[config.mk]
export PLATFORM = sky130hd
export DESIGN_NAME = radio_packet_framer_crc16_unit
export DESIGN_NICKNAME = d
export VERILOG_FILES = /design/src/rtl/rpf_pkg.sv /design/src/rtl/rpf_ram.sv /design/src/rtl/radio_packet_framer_crc16_unit.sv
export SDC_FILE = /design/constraint.sdc
export NUM_CORES = 1
export LEC_CHECK = 0
export ABC_AREA = 1
export BUFFER_PORTS_ARGS = -buffer_cell sky130_fd_sc_hd__buf_2
export CORE_ASPECT_RATIO = 0.7
export CORE_UTILIZATION = 35
export DETAILED_ROUTE_END_ITERATION = 16
export PLACE_DENSITY = 0.46
export SETUP_SLACK_MARGIN = 0.15
export SYNTH_ARGS = -nofsm -noshare
export SYNTH_HDL_FRONTEND = slang
export SYNTH_SLANG_ARGS = --single-unit
[constraint.sdc]
create_clock -name i_clk -period 15.3 [get_ports i_clk]
set_input_delay 0.765 -clock i_clk [delete_from_list [all_inputs] [get_ports i_clk]]
set_output_delay 0.765 -clock i_clk [all_outputs]
set_load 0.01 [all_outputs]
[src/rtl/rpf_pkg.sv]
package rpf_pkg;

    localparam int MAX_PAYLOAD = 66;
    localparam int BUF_SIZE    = MAX_PAYLOAD + 5;
    localparam int AW          = $clog2(BUF_SIZE);
    localparam int FW          = $clog2(BUF_SIZE + 1);

    localparam logic [15:0] CRC_INIT = 16'hFFFF;
    localparam logic [15:0] CRC_POLY = 16'hA001;
    localparam logic [7:0]  PREAMBLE = 8'hAA;
    localparam logic [7:0]  SYNC     = 8'h2D;
    localparam logic [4:0]  NODE_ALL = 5'h1F;
    localparam logic [7:0]  GROUP_RESET = 8'd212;

    localparam logic [AW-1:0] ADDR_GROUP  = AW'(0);
    localparam logic [AW-1:0] ADDR_HEADER = AW'(1);
    localparam logic [AW-1:0] ADDR_LENGTH = AW'(2);
    localparam logic [AW-1:0] ADDR_DATA   = AW'(3);

    // request codes
    localparam logic [2:0] REQ_EVENT = 3'd0;
    localparam logic [2:0] REQ_LOAD  = 3'd1;
    localparam logic [2:0] REQ_SEND  = 3'd2;
    localparam logic [2:0] REQ_RXON  = 3'd3;
    localparam logic [2:0] REQ_POLL  = 3'd4;
    localparam logic [2:0] REQ_CLAIM = 3'd5;
    localparam logic [2:0] REQ_READ  = 3'd6;

    // radio commands
    localparam logic [1:0] CMD_NONE = 2'd0;
    localparam logic [1:0] CMD_RX   = 2'd1;
    localparam logic [1:0] CMD_IDLE = 2'd2;
    localparam logic [1:0] CMD_TX   = 2'd3;

    // configuration register indexes
    localparam logic [1:0] CFG_NODE  = 2'd0;
    localparam logic [1:0] CFG_GROUP = 2'd1;

    typedef enum logic [11:0] {
        PH_IDLE = 12'h001,
        PH_RECV = 12'h002,
        PH_PRE1 = 12'h004,
        PH_PRE2 = 12'h008,
        PH_PRE3 = 12'h010,
        PH_SYN1 = 12'h020,
        PH_SYN2 = 12'h040,
        PH_BODY = 12'h080,
        PH_CRC1 = 12'h100,
        PH_CRC2 = 12'h200,
        PH_TAIL = 12'h400,
        PH_DONE = 12'h800
    } t_phase;

    typedef enum logic [4:0] {
        S_IDLE = 5'b00001,
        S_WR   = 5'b00010,
        S_RD   = 5'b00100,
        S_CRC  = 5'b01000,
        S_FIN  = 5'b10000
    } t_seq;

    function automatic logic [15:0] crc_bit(input logic [15:0] c);
        return c[0] ? ((c >> 1) ^ CRC_POLY) : (c >> 1);
    endfunction

    // receive ends at length + 5 bytes or a full buffer
    function automatic logic rx_done(input logic [FW-1:0] fill, input logic [7:0] len);
        logic [9:0] f;
        f = 10'(fill);
        return (f >= 10'(len) + 10'd5) || (f >= 10'(BUF_SIZE));
    endfunction

endpackage

[src/rtl/rpf_ram.sv]
module rpf_ram #(
    parameter int WIDTH = 8,
    parameter int DEPTH = 64
) (
    input  logic                     i_clk,
    input  logic                     i_we,
    input  logic [$clog2(DEPTH)-1:0] i_waddr,
    input  logic [WIDTH-1:0]         i_wdata,
    input  logic [$clog2(DEPTH)-1:0] i_raddr,
    output logic [WIDTH-1:0]         o_rdata
);

    logic [WIDTH-1:0] r_mem [DEPTH];
    logic [WIDTH-1:0] r_rdata;

    always_ff @(posedge i_clk) begin
        if (i_we) begin
            r_mem[i_waddr] <= i_wdata;
        end
        r_rdata <= r_mem[i_raddr];
    end

    assign o_rdata = r_rdata;

endmodule

[src/rtl/radio_packet_framer_crc16_unit.sv]
// Packet framer for a byte radio with CRC-16 (reflected 0xA001). The packet
// buffer (group, header, length, payload, CRC) sits in a single-port-write
// RAM with a registered read; header and length are also shadowed in flops.
// Each transaction yields exactly one result. A radio byte event that stores
// a received byte or sends a payload byte passes a RAM write or read and then
// a bit-serial CRC step before the next request is taken; start send also runs
// the CRC step after its RAM write, and start receive, and a poll that restarts
// receive, run it with a nonzero group; a buffer read within the buffer passes
// through the registered RAM read; all other requests go straight to the result.
// A new request is accepted while the previous result still waits in the output
// register; its own result then waits until the output register is taken.
module radio_packet_framer_crc16_unit
    import rpf_pkg::*;
(
    input  logic        i_clk,
    input  logic        i_rst_n,
    input  logic        i_cfg_we,
    input  logic [1:0]  i_cfg_idx,
    input  logic [7:0]  i_cfg_data,
    input  logic        i_valid,
    output logic        o_ready,
    input  logic [2:0]  i_req_type,
    input  logic [7:0]  i_byte_in,
    input  logic [6:0]  i_index,
    input  logic [7:0]  i_header,
    input  logic [6:0]  i_length,
    output logic        o_valid,
    input  logic        i_ready,
    output logic [7:0]  o_tx_byte,
    output logic        o_tx_valid,
    output logic [1:0]  o_radio_cmd,
    output logic        o_flag,
    output logic [15:0] o_crc_value,
    output logic [7:0]  o_read_byte,
    output logic [6:0]  o_fill_count
);

    t_seq            r_seq, n_seq;
    t_phase          r_phase, n_phase;
    logic [FW-1:0]   r_fill, n_fill;
    logic [15:0]     r_crc, n_crc;
    logic [FW-1:0]   r_tx_pos, n_tx_pos;
    logic [7:0]      r_len, r_hdr;
    logic [4:0]      r_node;
    logic [7:0]      r_group;
    logic [2:0]      r_bit, n_bit;
    logic [AW-1:0]   r_wr_addr, n_wr_addr;
    logic [7:0]      r_wr_data, n_wr_data;
    logic            r_wr_rx, n_wr_rx;
    logic            r_chk, n_chk;
    logic            r_rd_body, n_rd_body;
    logic [7:0]      r_txb, n_txb;
    logic            r_txv, n_txv;
    logic [1:0]      r_cmd, n_cmd;
    logic            r_flg, n_flg;
    logic [7:0]      r_rdb, n_rdb;
    logic            r_out_valid, n_out_valid;
    logic            out_load;

    logic [7:0]      r_o_txb, r_o_rdb;
    logic            r_o_txv, r_o_flg;
    logic [1:0]      r_o_cmd;
    logic [15:0]     r_o_crc;
    logic [FW-1:0]   r_o_fill;

    logic            ram_we;
    logic [AW-1:0]   ram_waddr, ram_raddr;
    logic [7:0]      ram_wdata, ram_rdata;

    rpf_ram #(
        .WIDTH(8),
        .DEPTH(BUF_SIZE)
    ) u_buf (
        .i_clk  (i_clk),
        .i_we   (ram_we),
        .i_waddr(ram_waddr),
        .i_wdata(ram_wdata),
        .i_raddr(ram_raddr),
        .o_rdata(ram_rdata)
    );

    assign o_ready = (r_seq == S_IDLE);

    always_comb begin
        logic          start_rx;
        logic [7:0]    len_sat;
        logic [FW-1:0] pos_inc;
        start_rx    = 1'b0;
        len_sat     = (8'(i_length) > 8'(MAX_PAYLOAD)) ? 8'(MAX_PAYLOAD) : 8'(i_length);
        pos_inc     = r_tx_pos + FW'(1);
        n_seq       = r_seq;
        n_phase     = r_phase;
        n_fill      = r_fill;
        n_crc       = r_crc;
        n_tx_pos    = r_tx_pos;
        n_bit       = r_bit;
        n_wr_addr   = r_wr_addr;
        n_wr_data   = r_wr_data;
        n_wr_rx     = r_wr_rx;
        n_chk       = r_chk;
        n_rd_body   = r_rd_body;
        n_txb       = r_txb;
        n_txv       = r_txv;
        n_cmd       = r_cmd;
        n_flg       = r_flg;
        n_rdb       = r_rdb;
        n_out_valid = r_out_valid && !i_ready;
        out_load    = 1'b0;
        ram_we      = 1'b0;
        ram_waddr   = r_wr_addr;
        ram_wdata   = r_wr_data;
        ram_raddr   = AW'(r_tx_pos);

        unique case (r_seq)
            S_IDLE: begin
                if (i_valid) begin
                    n_txb     = 8'h00;
                    n_txv     = 1'b0;
                    n_cmd     = CMD_NONE;
                    n_flg     = 1'b0;
                    n_rdb     = 8'h00;
                    n_chk     = 1'b0;
                    n_rd_body = 1'b0;
                    n_seq     = S_FIN;
                    unique case (i_req_type)
                        REQ_EVENT: begin
                            if (r_phase == PH_RECV) begin
                                if (!rx_done(r_fill, r_len)) begin
                                    n_wr_rx   = 1'b1;
                                    n_wr_data = i_byte_in;
                                    n_chk     = 1'b1;
                                    n_seq     = S_WR;
                                    if (r_fill == '0 && r_group != 8'h00) begin
                                        // group byte goes in front of the first byte
                                        ram_we    = 1'b1;
                                        ram_waddr = ADDR_GROUP;
                                        ram_wdata = r_group;
                                        n_fill    = FW'(1);
                                        n_wr_addr = ADDR_HEADER;
                                    end else begin
                                        n_wr_addr = AW'(r_fill);
                                    end
                                end
                            end else if (r_phase != PH_IDLE) begin
                                n_txv = 1'b1;
                                n_txb = PREAMBLE;
                                unique case (r_phase)
                                    PH_PRE1: n_phase = PH_PRE2;
                                    PH_PRE2: n_phase = PH_PRE3;
                                    PH_PRE3: n_phase = PH_SYN1;
                                    PH_SYN1: begin
                                        n_txb   = SYNC;
                                        n_phase = PH_SYN2;
                                    end
                                    PH_SYN2: begin
                                        n_txb    = r_group;
                                        n_phase  = PH_BODY;
                                        n_tx_pos = FW'(1);
                                    end
                                    PH_BODY: begin
                                        n_rd_body = 1'b1;
                                        n_seq     = S_RD;
                                    end
                                    PH_CRC1: begin
                                        n_txb   = r_crc[7:0];
                                        n_phase = PH_CRC2;
                                    end
                                    PH_CRC2: begin
                                        n_txb   = r_crc[15:8];
                                        n_phase = PH_TAIL;
                                    end
                                    PH_TAIL: n_phase = PH_DONE;
                                    PH_DONE: begin
                                        n_cmd   = CMD_IDLE;
                                        n_phase = PH_IDLE;
                                    end
                                    default: n_phase = r_phase;
                                endcase
                            end
                        end
                        REQ_LOAD: begin
                            if (8'(i_index) < 8'(MAX_PAYLOAD)) begin
                                ram_we    = 1'b1;
                                ram_waddr = AW'(i_index) + ADDR_DATA;
                                ram_wdata = i_byte_in;
                            end
                        end
                        REQ_SEND: begin
                            ram_we    = 1'b1;
                            ram_waddr = ADDR_LENGTH;
                            ram_wdata = len_sat;
                            n_wr_addr = ADDR_HEADER;
                            n_wr_data = i_header[6] ? i_header : {i_header[7:5], r_node};
                            n_wr_rx   = 1'b0;
                            n_phase   = PH_PRE1;
                            n_cmd     = CMD_TX;
                            n_seq     = S_WR;
                        end
                        REQ_RXON: start_rx = 1'b1;
                        REQ_POLL: begin
                            if (r_phase == PH_RECV && rx_done(r_fill, r_len)) begin
                                n_phase = PH_IDLE;
                                if (r_len > 8'(MAX_PAYLOAD)) begin
                                    n_crc = 16'h0001;
                                end
                                if (!r_hdr[6] || r_node == NODE_ALL || r_hdr[4:0] == r_node) begin
                                    n_flg = 1'b1;
                                end else begin
                                    start_rx = 1'b1;
                                end
                            end else if (r_phase == PH_IDLE) begin
                                start_rx = 1'b1;
                            end
                        end
                        REQ_CLAIM: begin
                            if (r_phase == PH_RECV && r_fill == '0) begin
                                n_cmd   = CMD_IDLE;
                                n_phase = PH_IDLE;
                                n_flg   = 1'b1;
                            end
                        end
                        REQ_READ: begin
                            if (8'(i_index) < 8'(BUF_SIZE)) begin
                                ram_raddr = AW'(i_index);
                                n_seq     = S_RD;
                            end
                        end
                        default: n_seq = S_FIN;
                    endcase
                    if (start_rx) begin
                        n_fill    = '0;
                        ram_we    = 1'b1;
                        ram_waddr = ADDR_LENGTH;
                        ram_wdata = 8'h00;
                        n_phase   = PH_RECV;
                        n_cmd     = CMD_RX;
                        if (r_group != 8'h00) begin
                            n_crc = CRC_INIT ^ {8'h00, r_group};
                            n_bit = 3'd0;
                            n_seq = S_CRC;
                        end else begin
                            n_crc = CRC_INIT;
                        end
                    end
                end
            end
            S_WR: begin
                ram_we = 1'b1;
                if (r_wr_rx) begin
                    n_fill = r_fill + FW'(1);
                    n_crc  = r_crc ^ {8'h00, r_wr_data};
                end else begin
                    n_crc = CRC_INIT ^ {8'h00, r_group};
                end
                n_bit = 3'd0;
                n_seq = S_CRC;
            end
            S_RD: begin
                if (r_rd_body) begin
                    n_txb    = ram_rdata;
                    n_crc    = r_crc ^ {8'h00, ram_rdata};
                    n_tx_pos = pos_inc;
                    if ((10'(pos_inc) > 10'(r_len) + 10'd2) || (10'(pos_inc) >= 10'(BUF_SIZE))) begin
                        n_phase = PH_CRC1;
                    end
                    n_bit = 3'd0;
                    n_seq = S_CRC;
                end else begin
                    n_rdb = ram_rdata;
                    n_seq = S_FIN;
                end
            end
            S_CRC: begin
                n_crc = crc_bit(r_crc);
                n_bit = r_bit + 3'd1;
                if (r_bit == 3'd7) begin
                    n_seq = S_FIN;
                    if (r_chk && rx_done(r_fill, r_len)) begin
                        n_cmd = CMD_IDLE;
                    end
                end
            end
            S_FIN: begin
                if (!r_out_valid || i_ready) begin
                    out_load    = 1'b1;
                    n_out_valid = 1'b1;
                    n_seq       = S_IDLE;
                end
            end
            default: n_seq = S_IDLE;
        endcase
    end

    always_ff @(posedge i_clk) begin
        if (!i_rst_n) begin
            r_seq       <= S_IDLE;
            r_phase     <= PH_IDLE;
            r_fill      <= '0;
            r_crc       <= CRC_INIT;
            r_tx_pos    <= '0;
            r_node      <= 5'd0;
            r_group     <= GROUP_RESET;
            r_out_valid <= 1'b0;
        end else begin
            r_seq       <= n_seq;
            r_phase     <= n_phase;
            r_fill      <= n_fill;
            r_crc       <= n_crc;
            r_tx_pos    <= n_tx_pos;
            r_out_valid <= n_out_valid;
            if (i_cfg_we) begin
                if (i_cfg_idx == CFG_NODE) begin
                    r_node <= i_cfg_data[4:0];
                end else if (i_cfg_idx == CFG_GROUP) begin
                    r_group <= i_cfg_data;
                end
            end
        end
    end

    // datapath, no reset needed
    always_ff @(posedge i_clk) begin
        r_bit     <= n_bit;
        r_wr_addr <= n_wr_addr;
        r_wr_data <= n_wr_data;
        r_wr_rx   <= n_wr_rx;
        r_chk     <= n_chk;
        r_rd_body <= n_rd_body;
        r_txb     <= n_txb;
        r_txv     <= n_txv;
        r_cmd     <= n_cmd;
        r_flg     <= n_flg;
        r_rdb     <= n_rdb;
        // shadow copies of header and length entries
        if (ram_we && ram_waddr == ADDR_HEADER) begin
            r_hdr <= ram_wdata;
        end
        if (ram_we && ram_waddr == ADDR_LENGTH) begin
            r_len <= ram_wdata;
        end
        if (out_load) begin
            r_o_txb  <= r_txb;
            r_o_txv  <= r_txv;
            r_o_cmd  <= r_cmd;
            r_o_flg  <= r_flg;
            r_o_crc  <= r_crc;
            r_o_rdb  <= r_rdb;
            r_o_fill <= r_fill;
        end
    end

    assign o_valid      = r_out_valid;
    assign o_tx_byte    = r_o_txb;
    assign o_tx_valid   = r_o_txv;
    assign o_radio_cmd  = r_o_cmd;
    assign o_flag       = r_o_flg;
    assign o_crc_value  = r_o_crc;
    assign o_read_byte  = r_o_rdb;
    assign o_fill_count = 7'(r_o_fill);

endmodule

==> results of run 1 <==
-- report_power, final --
part           total (mW)  internal (mW)  leakage [nW]  switching (mW)
sequential           2.37           2.32          6.60          0.0533
clock                1.78          0.984          1.11           0.793
combinational       0.830          0.192          7.83           0.638
-- worst max-delay path: stages (launching register included) --
cell and delay [ns]:
sky130_fd_sc_hd__edfxtp_1 0.52, sky130_fd_sc_hd__ha_1 0.26, sky130_fd_sc_hd__o21ai_1 0.24, sky130_fd_sc_hd__nor2_1 0.07, sky130_fd_sc_hd__nand2_1 0.07, sky130_fd_sc_hd__xor2_1 0.17
sky130_fd_sc_hd__ha_1 0.27, sky130_fd_sc_hd__nand2_1 0.07, sky130_fd_sc_hd__inv_1 0.04, sky130_fd_sc_hd__nand2_1 0.06, sky130_fd_sc_hd__nand2_1 0.06, sky130_fd_sc_hd__nand2_2 0.11
sky130_fd_sc_hd__nand2_2 0.10, sky130_fd_sc_hd__nand2_1 0.08, sky130_fd_sc_hd__nand2_1 0.06, sky130_fd_sc_hd__nand3_2 0.09, sky130_fd_sc_hd__nand3_2 0.54, sky130_fd_sc_hd__o22ai_2 0.44
sky130_fd_sc_hd__nand3_1 0.87, sky130_fd_sc_hd__nor2_1 1.00
-- registers in the layout (all words and copies together) (netlist names), 8 cells and up --
register and flops:
r_txb 8, u_buf.o_rdata 8, r_wr_data 8, r_crc 16, r_len 8, o_tx_byte 8
r_rdb 8, o_crc_value 16, r_group 8, o_read_byte 8, u_buf.r_mem 568, r_phase 12
-- cell usage after synthesis (6+ instances only) --
master,number
sky130_fd_sc_hd__a21oi_1,77
sky130_fd_sc_hd__a22oi_1,6
sky130_fd_sc_hd__buf_1,10
sky130_fd_sc_hd__buf_2,65
sky130_fd_sc_hd__buf_4,17
sky130_fd_sc_hd__clkbuf_1,54
sky130_fd_sc_hd__clkinv_1,6
sky130_fd_sc_hd__dfxtp_1,69
sky130_fd_sc_hd__edfxtp_1,666
sky130_fd_sc_hd__ha_1,25
sky130_fd_sc_hd__inv_1,552
sky130_fd_sc_hd__inv_2,7
sky130_fd_sc_hd__nand2_1,836
sky130_fd_sc_hd__nand2_2,7
sky130_fd_sc_hd__nand3_1,545
sky130_fd_sc_hd__nand3_2,16
sky130_fd_sc_hd__nand3b_1,8
sky130_fd_sc_hd__nand4_1,22
sky130_fd_sc_hd__nor2_1,224
sky130_fd_sc_hd__nor2_2,6
sky130_fd_sc_hd__nor3_1,15
sky130_fd_sc_hd__o211ai_1,22
sky130_fd_sc_hd__o21ai_0,107
sky130_fd_sc_hd__o21ai_1,7
sky130_fd_sc_hd__o21bai_1,8
sky130_fd_sc_hd__o221ai_1,12
sky130_fd_sc_hd__o22ai_1,26
sky130_fd_sc_hd__xnor2_1,6
sky130_fd_sc_hd__xor2_1,18
-- per-layer routing --
layer,part of all wire,track usage,vias to the layer above
met5,0,0,-
met3,0.084,0.05975,116
met4,0.019,0.04749,0
met2,0.39,0.2728,755
li1,-,-,11760
met1,0.51,0.3381,11830
-- final cells by class --
type | instances | area (sq um) | area share
Multi-Input combinational cell | 2047 | 9873 | 0.2600
Tap cell | 1261 | 1578 | 0.04154
Sequential cell | 735 | 21380 | 0.5630
Timing Repair Buffer | 127 | 748.2 | 0.01970
Antenna cell | 1 | 2.502 | 0.00006589
Clock buffer | 102 | 2081 | 0.05479
Inverter | 565 | 2121 | 0.05584
Clock inverter | 27 | 193.9 | 0.005107
-- cell families (layout without fill, tap and decap cells) --
| family | Yosys count | after routing | synth area share |
|---|---|---|---|
| AO/OA/AOI/OAI | 297 | 297 | 0.05193 |
| buffers and inverters | 712 | 821 | 0.08334 |
| other | 0 | 1 | 0 |
| flip-flops | 735 | 735 | 0.6307 |
| AND/OR/NAND/NOR | 1701 | 1701 | 0.2186 |
| adder cells (fa/ha/maj) | 25 | 25 | 0.009227 |
| XOR/XNOR | 24 | 24 | 0.006200 |
-- placed cells by master, fill, tap and decap left out, types with 4 or more instances in the layout --
| cell type | count |
|---|---|
| sky130_fd_sc_hd__a211oi_1 | 5 |
| sky130_fd_sc_hd__a21oi_1 | 76 |
| sky130_fd_sc_hd__a221oi_1 | 4 |
| sky130_fd_sc_hd__a22oi_1 | 6 |
| sky130_fd_sc_hd__buf_2 | 92 |
| sky130_fd_sc_hd__buf_4 | 33 |
| sky130_fd_sc_hd__clkbuf_1 | 19 |
| sky130_fd_sc_hd__clkbuf_16 | 77 |
| sky130_fd_sc_hd__clkbuf_8 | 6 |
| sky130_fd_sc_hd__clkinv_1 | 18 |
| sky130_fd_sc_hd__clkinv_2 | 8 |
| sky130_fd_sc_hd__dfxtp_1 | 69 |
| sky130_fd_sc_hd__edfxtp_1 | 666 |
| sky130_fd_sc_hd__ha_1 | 25 |
| sky130_fd_sc_hd__inv_1 | 552 |
| sky130_fd_sc_hd__inv_2 | 7 |
| sky130_fd_sc_hd__nand2_1 | 835 |
| sky130_fd_sc_hd__nand2_2 | 6 |
| sky130_fd_sc_hd__nand3_1 | 545 |
| sky130_fd_sc_hd__nand3_2 | 16 |
| sky130_fd_sc_hd__nand3b_1 | 8 |
| sky130_fd_sc_hd__nand4_1 | 22 |
| sky130_fd_sc_hd__nor2_1 | 223 |
| sky130_fd_sc_hd__nor2_2 | 7 |
| sky130_fd_sc_hd__nor3_1 | 15 |
| sky130_fd_sc_hd__nor4_1 | 4 |
| sky130_fd_sc_hd__o211ai_1 | 22 |
| sky130_fd_sc_hd__o21ai_0 | 105 |
| sky130_fd_sc_hd__o21ai_1 | 7 |
| sky130_fd_sc_hd__o21ai_4 | 5 |
| sky130_fd_sc_hd__o21bai_1 | 8 |
| sky130_fd_sc_hd__o221ai_1 | 12 |
| sky130_fd_sc_hd__o22ai_1 | 20 |
| sky130_fd_sc_hd__o22ai_4 | 6 |
| sky130_fd_sc_hd__o31ai_1 | 4 |
| sky130_fd_sc_hd__or2_2 | 5 |
| sky130_fd_sc_hd__xnor2_1 | 6 |
| sky130_fd_sc_hd__xor2_1 | 18 |
-- worst paths after layout --
check,startpoint,to,slack (ns),cells past startpoint
worst max-delay path,r_len[1],u_buf.r_mem[12][6],9.81,19
worst min-delay path,i_cfg_data[6],r_group[6],0.34,3
worst min register to register,r_rdb[7],o_read_byte[7],0.42,0
worst max register to register,r_len[1],u_buf.r_mem[12][6],9.81,19
==> flow_summary.ini, run 1 <==
[run_status]
run_status = finished, final reports clean

[detailed_routing]
initialDrtViolationCount = 2688
ant_nets = 0
dr.pass1.iters = 5
drt-vias-per-instance = 5.028
post_drt_wl_per_cell_um = 21.43
num_vias = 24460
routed_wirelength_um = 104300
number_of_remaining_drc_errors = 0

[cts]
cts.sink_count = 735
clk_root_buffer_cell = sky130_fd_sc_hd__clkbuf_16
clock_latency_at_the_later_pin_of_the_worst_skew_pair_ns = 0.65
postCtsSetupBuffers = 0
cts_tree = done
htree_num_levels = 3
cts_hold_buffers = 0
clk_transition_reported_paths_ns = 0.07
cts-resized-gates = 0
cts_buffers = 75
max-clock-path-buffers = 3

[power]
leakagePower_nw = 15.54
pwr_density_cell_mw_per_mm2 = 131.0
post-layout-total-power_mw = 4.977
worst_ir_drop_vdd_mv = 0.08070

[synthesis]
yosys_top_cell_area_share = 0.5899
ys_seq_area_frac = 0.6307
synth_seq_cells = 735
synth_edf_count = 666
postSynth.asyncResetShare = 0
yosys.area.top_type = sky130_fd_sc_hd__edfxtp_1
post_synth_num_cell_types = 52
yosysWarningCount = 0
ys_top_cells_by_area = sky130_fd_sc_hd__edfxtp_1 (59%), sky130_fd_sc_hd__nand2_1 (9.3%), sky130_fd_sc_hd__nand3_1 (8.0%)
synth_flop_cell = sky130_fd_sc_hd__edfxtp_1
synthesis.instances = 3494
post_synthesis_net_count = 3567
synth.cell_area_sq_mm = 0.03390
post_synth.cell_area_avg_sq_um = 9.703

[sta]
final.period_utilization = 0.3586
fin_tns_setup_ns = 0
final_period_minus_worst_setup_slack_ns = 5.486
max_slew_violation_count = 0
timing.fmax_mhz = 182.3
hold_viol_final = 0
clock-skew-final_ns = 0.02063
transition_at_the_pin_with_the_smallest_max_transition_slack_ns = 1.154
final.setup.worst_slack_ns = 9.814
timing.max_slew.rel_slack = 0.2305
setup_viol = 0
finalHoldWorstSlack_ns = 0.3404
rsz0062_at_grt = no

[global_route]
grt_overflow = 0
first_global_vias = 22550
grt_antenna_before_repair = 2
grt_start_max_net_pins = 146
grt_usage = 0.2109
first_pass_grt_wire_length_um = 154200

[floorplan]
initial_core_util = 0.3534
die_w_um = 374.0
floorplan.core_area_sq_mm = 0.09592
die_h_um = 262.4
fp-row-count = 95
total_die_area_sq_mm = 0.09813
ios = 93

[worst_setup_path]
cp.arrival_ns = 5.75
critical_path_required_ns = 15.57
worst_setup_path_end_kind = flip-flop
path_max_fanout = 21
kind_of_launch_point_of_the_worst_setup_path = flip-flop
critPathKind = reg2reg

[min_path]
hold_path.class = in2reg

[cells_and_area]
final_layout_size_suffix_gt1_frac = 0.08188
postLayoutCellArea_sq_mm = 0.03798
layout.cells.non_filler = 4865
area_growth_syn_to_layout_pct = 12.02
final_nets = 3624
num-fill-cells = 9505
layout.core_utilization = 0.3959

[placed_design]
postPlaceCellArea_sq_mm = 0.03570
pre_cts_slack_ns = 9.919
gp_routability_congestion = 0.9025
post-place-cells = 4735
place.detailed.hpwl_um = 64420
io_buffer_count = 92

[job]
cap_violations = 0
No activity file was read; power rests on OpenSTA's default activity.
==> run 2, diff against run 1 <==
Settings changed: PLACE_DENSITY 0.46 to 0.48.
Clock period 15.3 ns to 4.8 ns, I/O delays scaled along.
==> flow_summary.ini, run 2 (synthesis gave the netlist of run 1 again) <==
[worst_setup_path]
critical_path_required_ns = 5.10
worst_setup_path_end_kind = flip-flop
crit-reg2reg-capture = u_buf.r_mem[43][4]
cp.arrival_ns = 4.67
path_max_fanout = 14
critical_path.reg2reg.startpoint = r_len[1]
critPathKind = reg2reg
worst-r2r-setup-slack_ns = 0.43
rr_worst_depth = 17
kind_of_launch_point_of_the_worst_setup_path = flip-flop
timing.critical_path.from = r_len[1]

[global_route]
first_pass_grt_wire_length_um = 155500
grt_start_max_net_pins = 144
grt_antenna_before_repair = 2
grt_usage = 0.2118
first_global_vias = 23550
grt_overflow = 0

[power]
swShare = 0.2967
leakagePower_nw = 16.31
switchingPower_mw = 4.893
pwr_density_cell_mw_per_mm2 = 418.9
worst_ir_drop_vdd_mv = 0.2564
power_share_of_the_clock_group = 0.370
p_int_mw = 11.60
seq_power_share = 0.457
post-layout-total-power_mw = 16.49
power.share.combinational = 0.172

[floorplan]
ios = 93
total_die_area_sq_mm = 0.09813
fp-row-count = 95
floorplan.core_area_sq_mm = 0.09592
die_h_um = 262.4
initial_core_util = 0.3534
die_w_um = 374.0

[min_path]
hold_path.class = in2reg
min_delay_startpoint = i_header[3]
holdPathStages = 5
hold_end = r_wr_data[3]

[sta]
transition_at_the_pin_with_the_smallest_max_transition_slack_ns = 1.070
rsz0062_at_grt = yes
clock-skew-final_ns = 0.02712
fin_tns_setup_ns = 0
setup_viol = 0
final.period_utilization = 0.9100
hold_viol_final = 0
max_slew_violation_count = 0
final_period_minus_worst_setup_slack_ns = 4.368
timing.max_slew.rel_slack = 0.2870
timing.fmax_mhz = 228.9
finalHoldWorstSlack_ns = 0.02676

[run_status]
run_status = finished, final reports clean

[cts]
clock_latency_at_the_later_pin_of_the_worst_skew_pair_ns = 0.67
postCtsSetupBuffers = 0
clk_root_buffer_cell = sky130_fd_sc_hd__clkbuf_16
cts_buffers = 75
htree_num_levels = 3
cts.sink_count = 735
max-clock-path-buffers = 3
clk_transition_reported_paths_ns = 0.06
cts_tree = done

[detailed_routing]
num_vias = 25140
routed_wirelength_um = 105100
post_drt_wl_per_cell_um = 21.09
initialDrtViolationCount = 2503
dr.pass1.iters = 6
drt-vias-per-instance = 5.044
ant_nets = 0
number_of_remaining_drc_errors = 0

[placed_design]
place.detailed.hpwl_um = 68110
io_buffer_count = 92
gp_routability_congestion = 0.8925

[cells_and_area]
final_common_cell = sky130_fd_sc_hd__nand2_1
final_nets = 3737
area_growth_syn_to_layout_pct = 16.15
final_layout_size_suffix_gt1_frac = 0.1077
largest_register = u_buf.r_mem
mostFrequentLayoutCells = sky130_fd_sc_hd__nand2_1 (835), sky130_fd_sc_hd__edfxtp_1 (666), sky130_fd_sc_hd__inv_1 (552)
largest_reg_flops = 568

[job]
cap_violations = 0
[run 2: changes by cell type in the layout (fill, tap and decap cells not counted), sizes merged]
cell,delta
bufinv,+7
clkbuf,-16
buf,+88
dlygate4sd3,+25
clkinv,+11
inv,+4
[run 2: area by class of cell]
type	instances	area [sq um]
Antenna cell	1	2.502
Multi-Input combinational cell	2047	9876
Inverter	565	2121
Clock buffer	86	2002
Tap cell	1261	1578
Fill cell	9398	56550
Timing Repair Buffer	240	1909
Sequential cell	735	21380
Clock inverter	49	506.7
[run 2: stage by stage]
step | utilization | instance area, sq um | cells | worst slack, ns
3_5_place_dp | 0.3816 | 36600 | 4823 | 0.4015
6_report | 0.4105 | 39380 | 4984 | 0.4320
5_1_grt | 0.4105 | 39370 | 4983 | 0.09536
3_3_place_gp | 0.3816 | 36600 | 4823 | 0.4557
2_1_floorplan | - | 33940 | 3494 | 0.1721
4_1_cts | 0.4104 | 39360 | 4983 | 0.3735
[run 2: what timing repair did]
action,4_1_cts,5_1_grt
hold buffers,25,0
gates resized for setup,0,4
endpoints found under the setup margin,0,62
endpoints found under the hold margin,22,0
[run 2: worst max-delay path, cell delays in order (launching register included)]
cell and delay [ns]:
sky130_fd_sc_hd__edfxtp_1 0.52, sky130_fd_sc_hd__ha_1 0.26, sky130_fd_sc_hd__o21ai_1 0.24, sky130_fd_sc_hd__nor2_1 0.07
sky130_fd_sc_hd__nand2_1 0.07, sky130_fd_sc_hd__xor2_1 0.17, sky130_fd_sc_hd__ha_1 0.26, sky130_fd_sc_hd__a21oi_1 0.15
sky130_fd_sc_hd__nand2_1 0.08, sky130_fd_sc_hd__nand2_2 0.11, sky130_fd_sc_hd__nand2_2 0.11, sky130_fd_sc_hd__nand3_1 0.14
sky130_fd_sc_hd__nand3_2 0.16, sky130_fd_sc_hd__nand3_2 0.29, sky130_fd_sc_hd__o21bai_1 0.16, sky130_fd_sc_hd__nor2_2 0.25
sky130_fd_sc_hd__nand3_2 0.33, sky130_fd_sc_hd__nor2_1 0.63
[run 2: power groups by stage]
stage	Sequential (mW)	Clock, mW	Combinational (mW)
after floorplan	7.63	0	1.64
after global placement	7.67	0	2.80
after detailed placement	7.67	0	2.79
after CTS	7.53	6.24	2.82
after global routing	7.55	6.46	3.11
final	7.54	6.11	2.84
[run 2: routing by layer]
metal | track usage | share of wire | wire length, um | up-vias
li1 | - | - | - | 11980
met1 | 0.3462 | 0.52 | 54550 | 12150
met2 | 0.2720 | 0.38 | 39880 | 880
met3 | 0.05170 | 0.082 | 8642 | 132
met4 | 0.04827 | 0.019 | 2023 | 0
met5 | 0 | 0 | 0 | -
[run 2: worst max-delay path by stage]
stage,slack (ns),endpoint
after global routing,0.1,u_buf.r_mem[31][1]
final,0.43,u_buf.r_mem[43][4]
after floorplan,0.17,r_hdr[0]
after CTS,0.37,u_buf.r_mem[8][2]
after global placement,0.46,u_buf.r_mem[8][4]
after detailed placement,0.40,u_buf.r_mem[8][4]
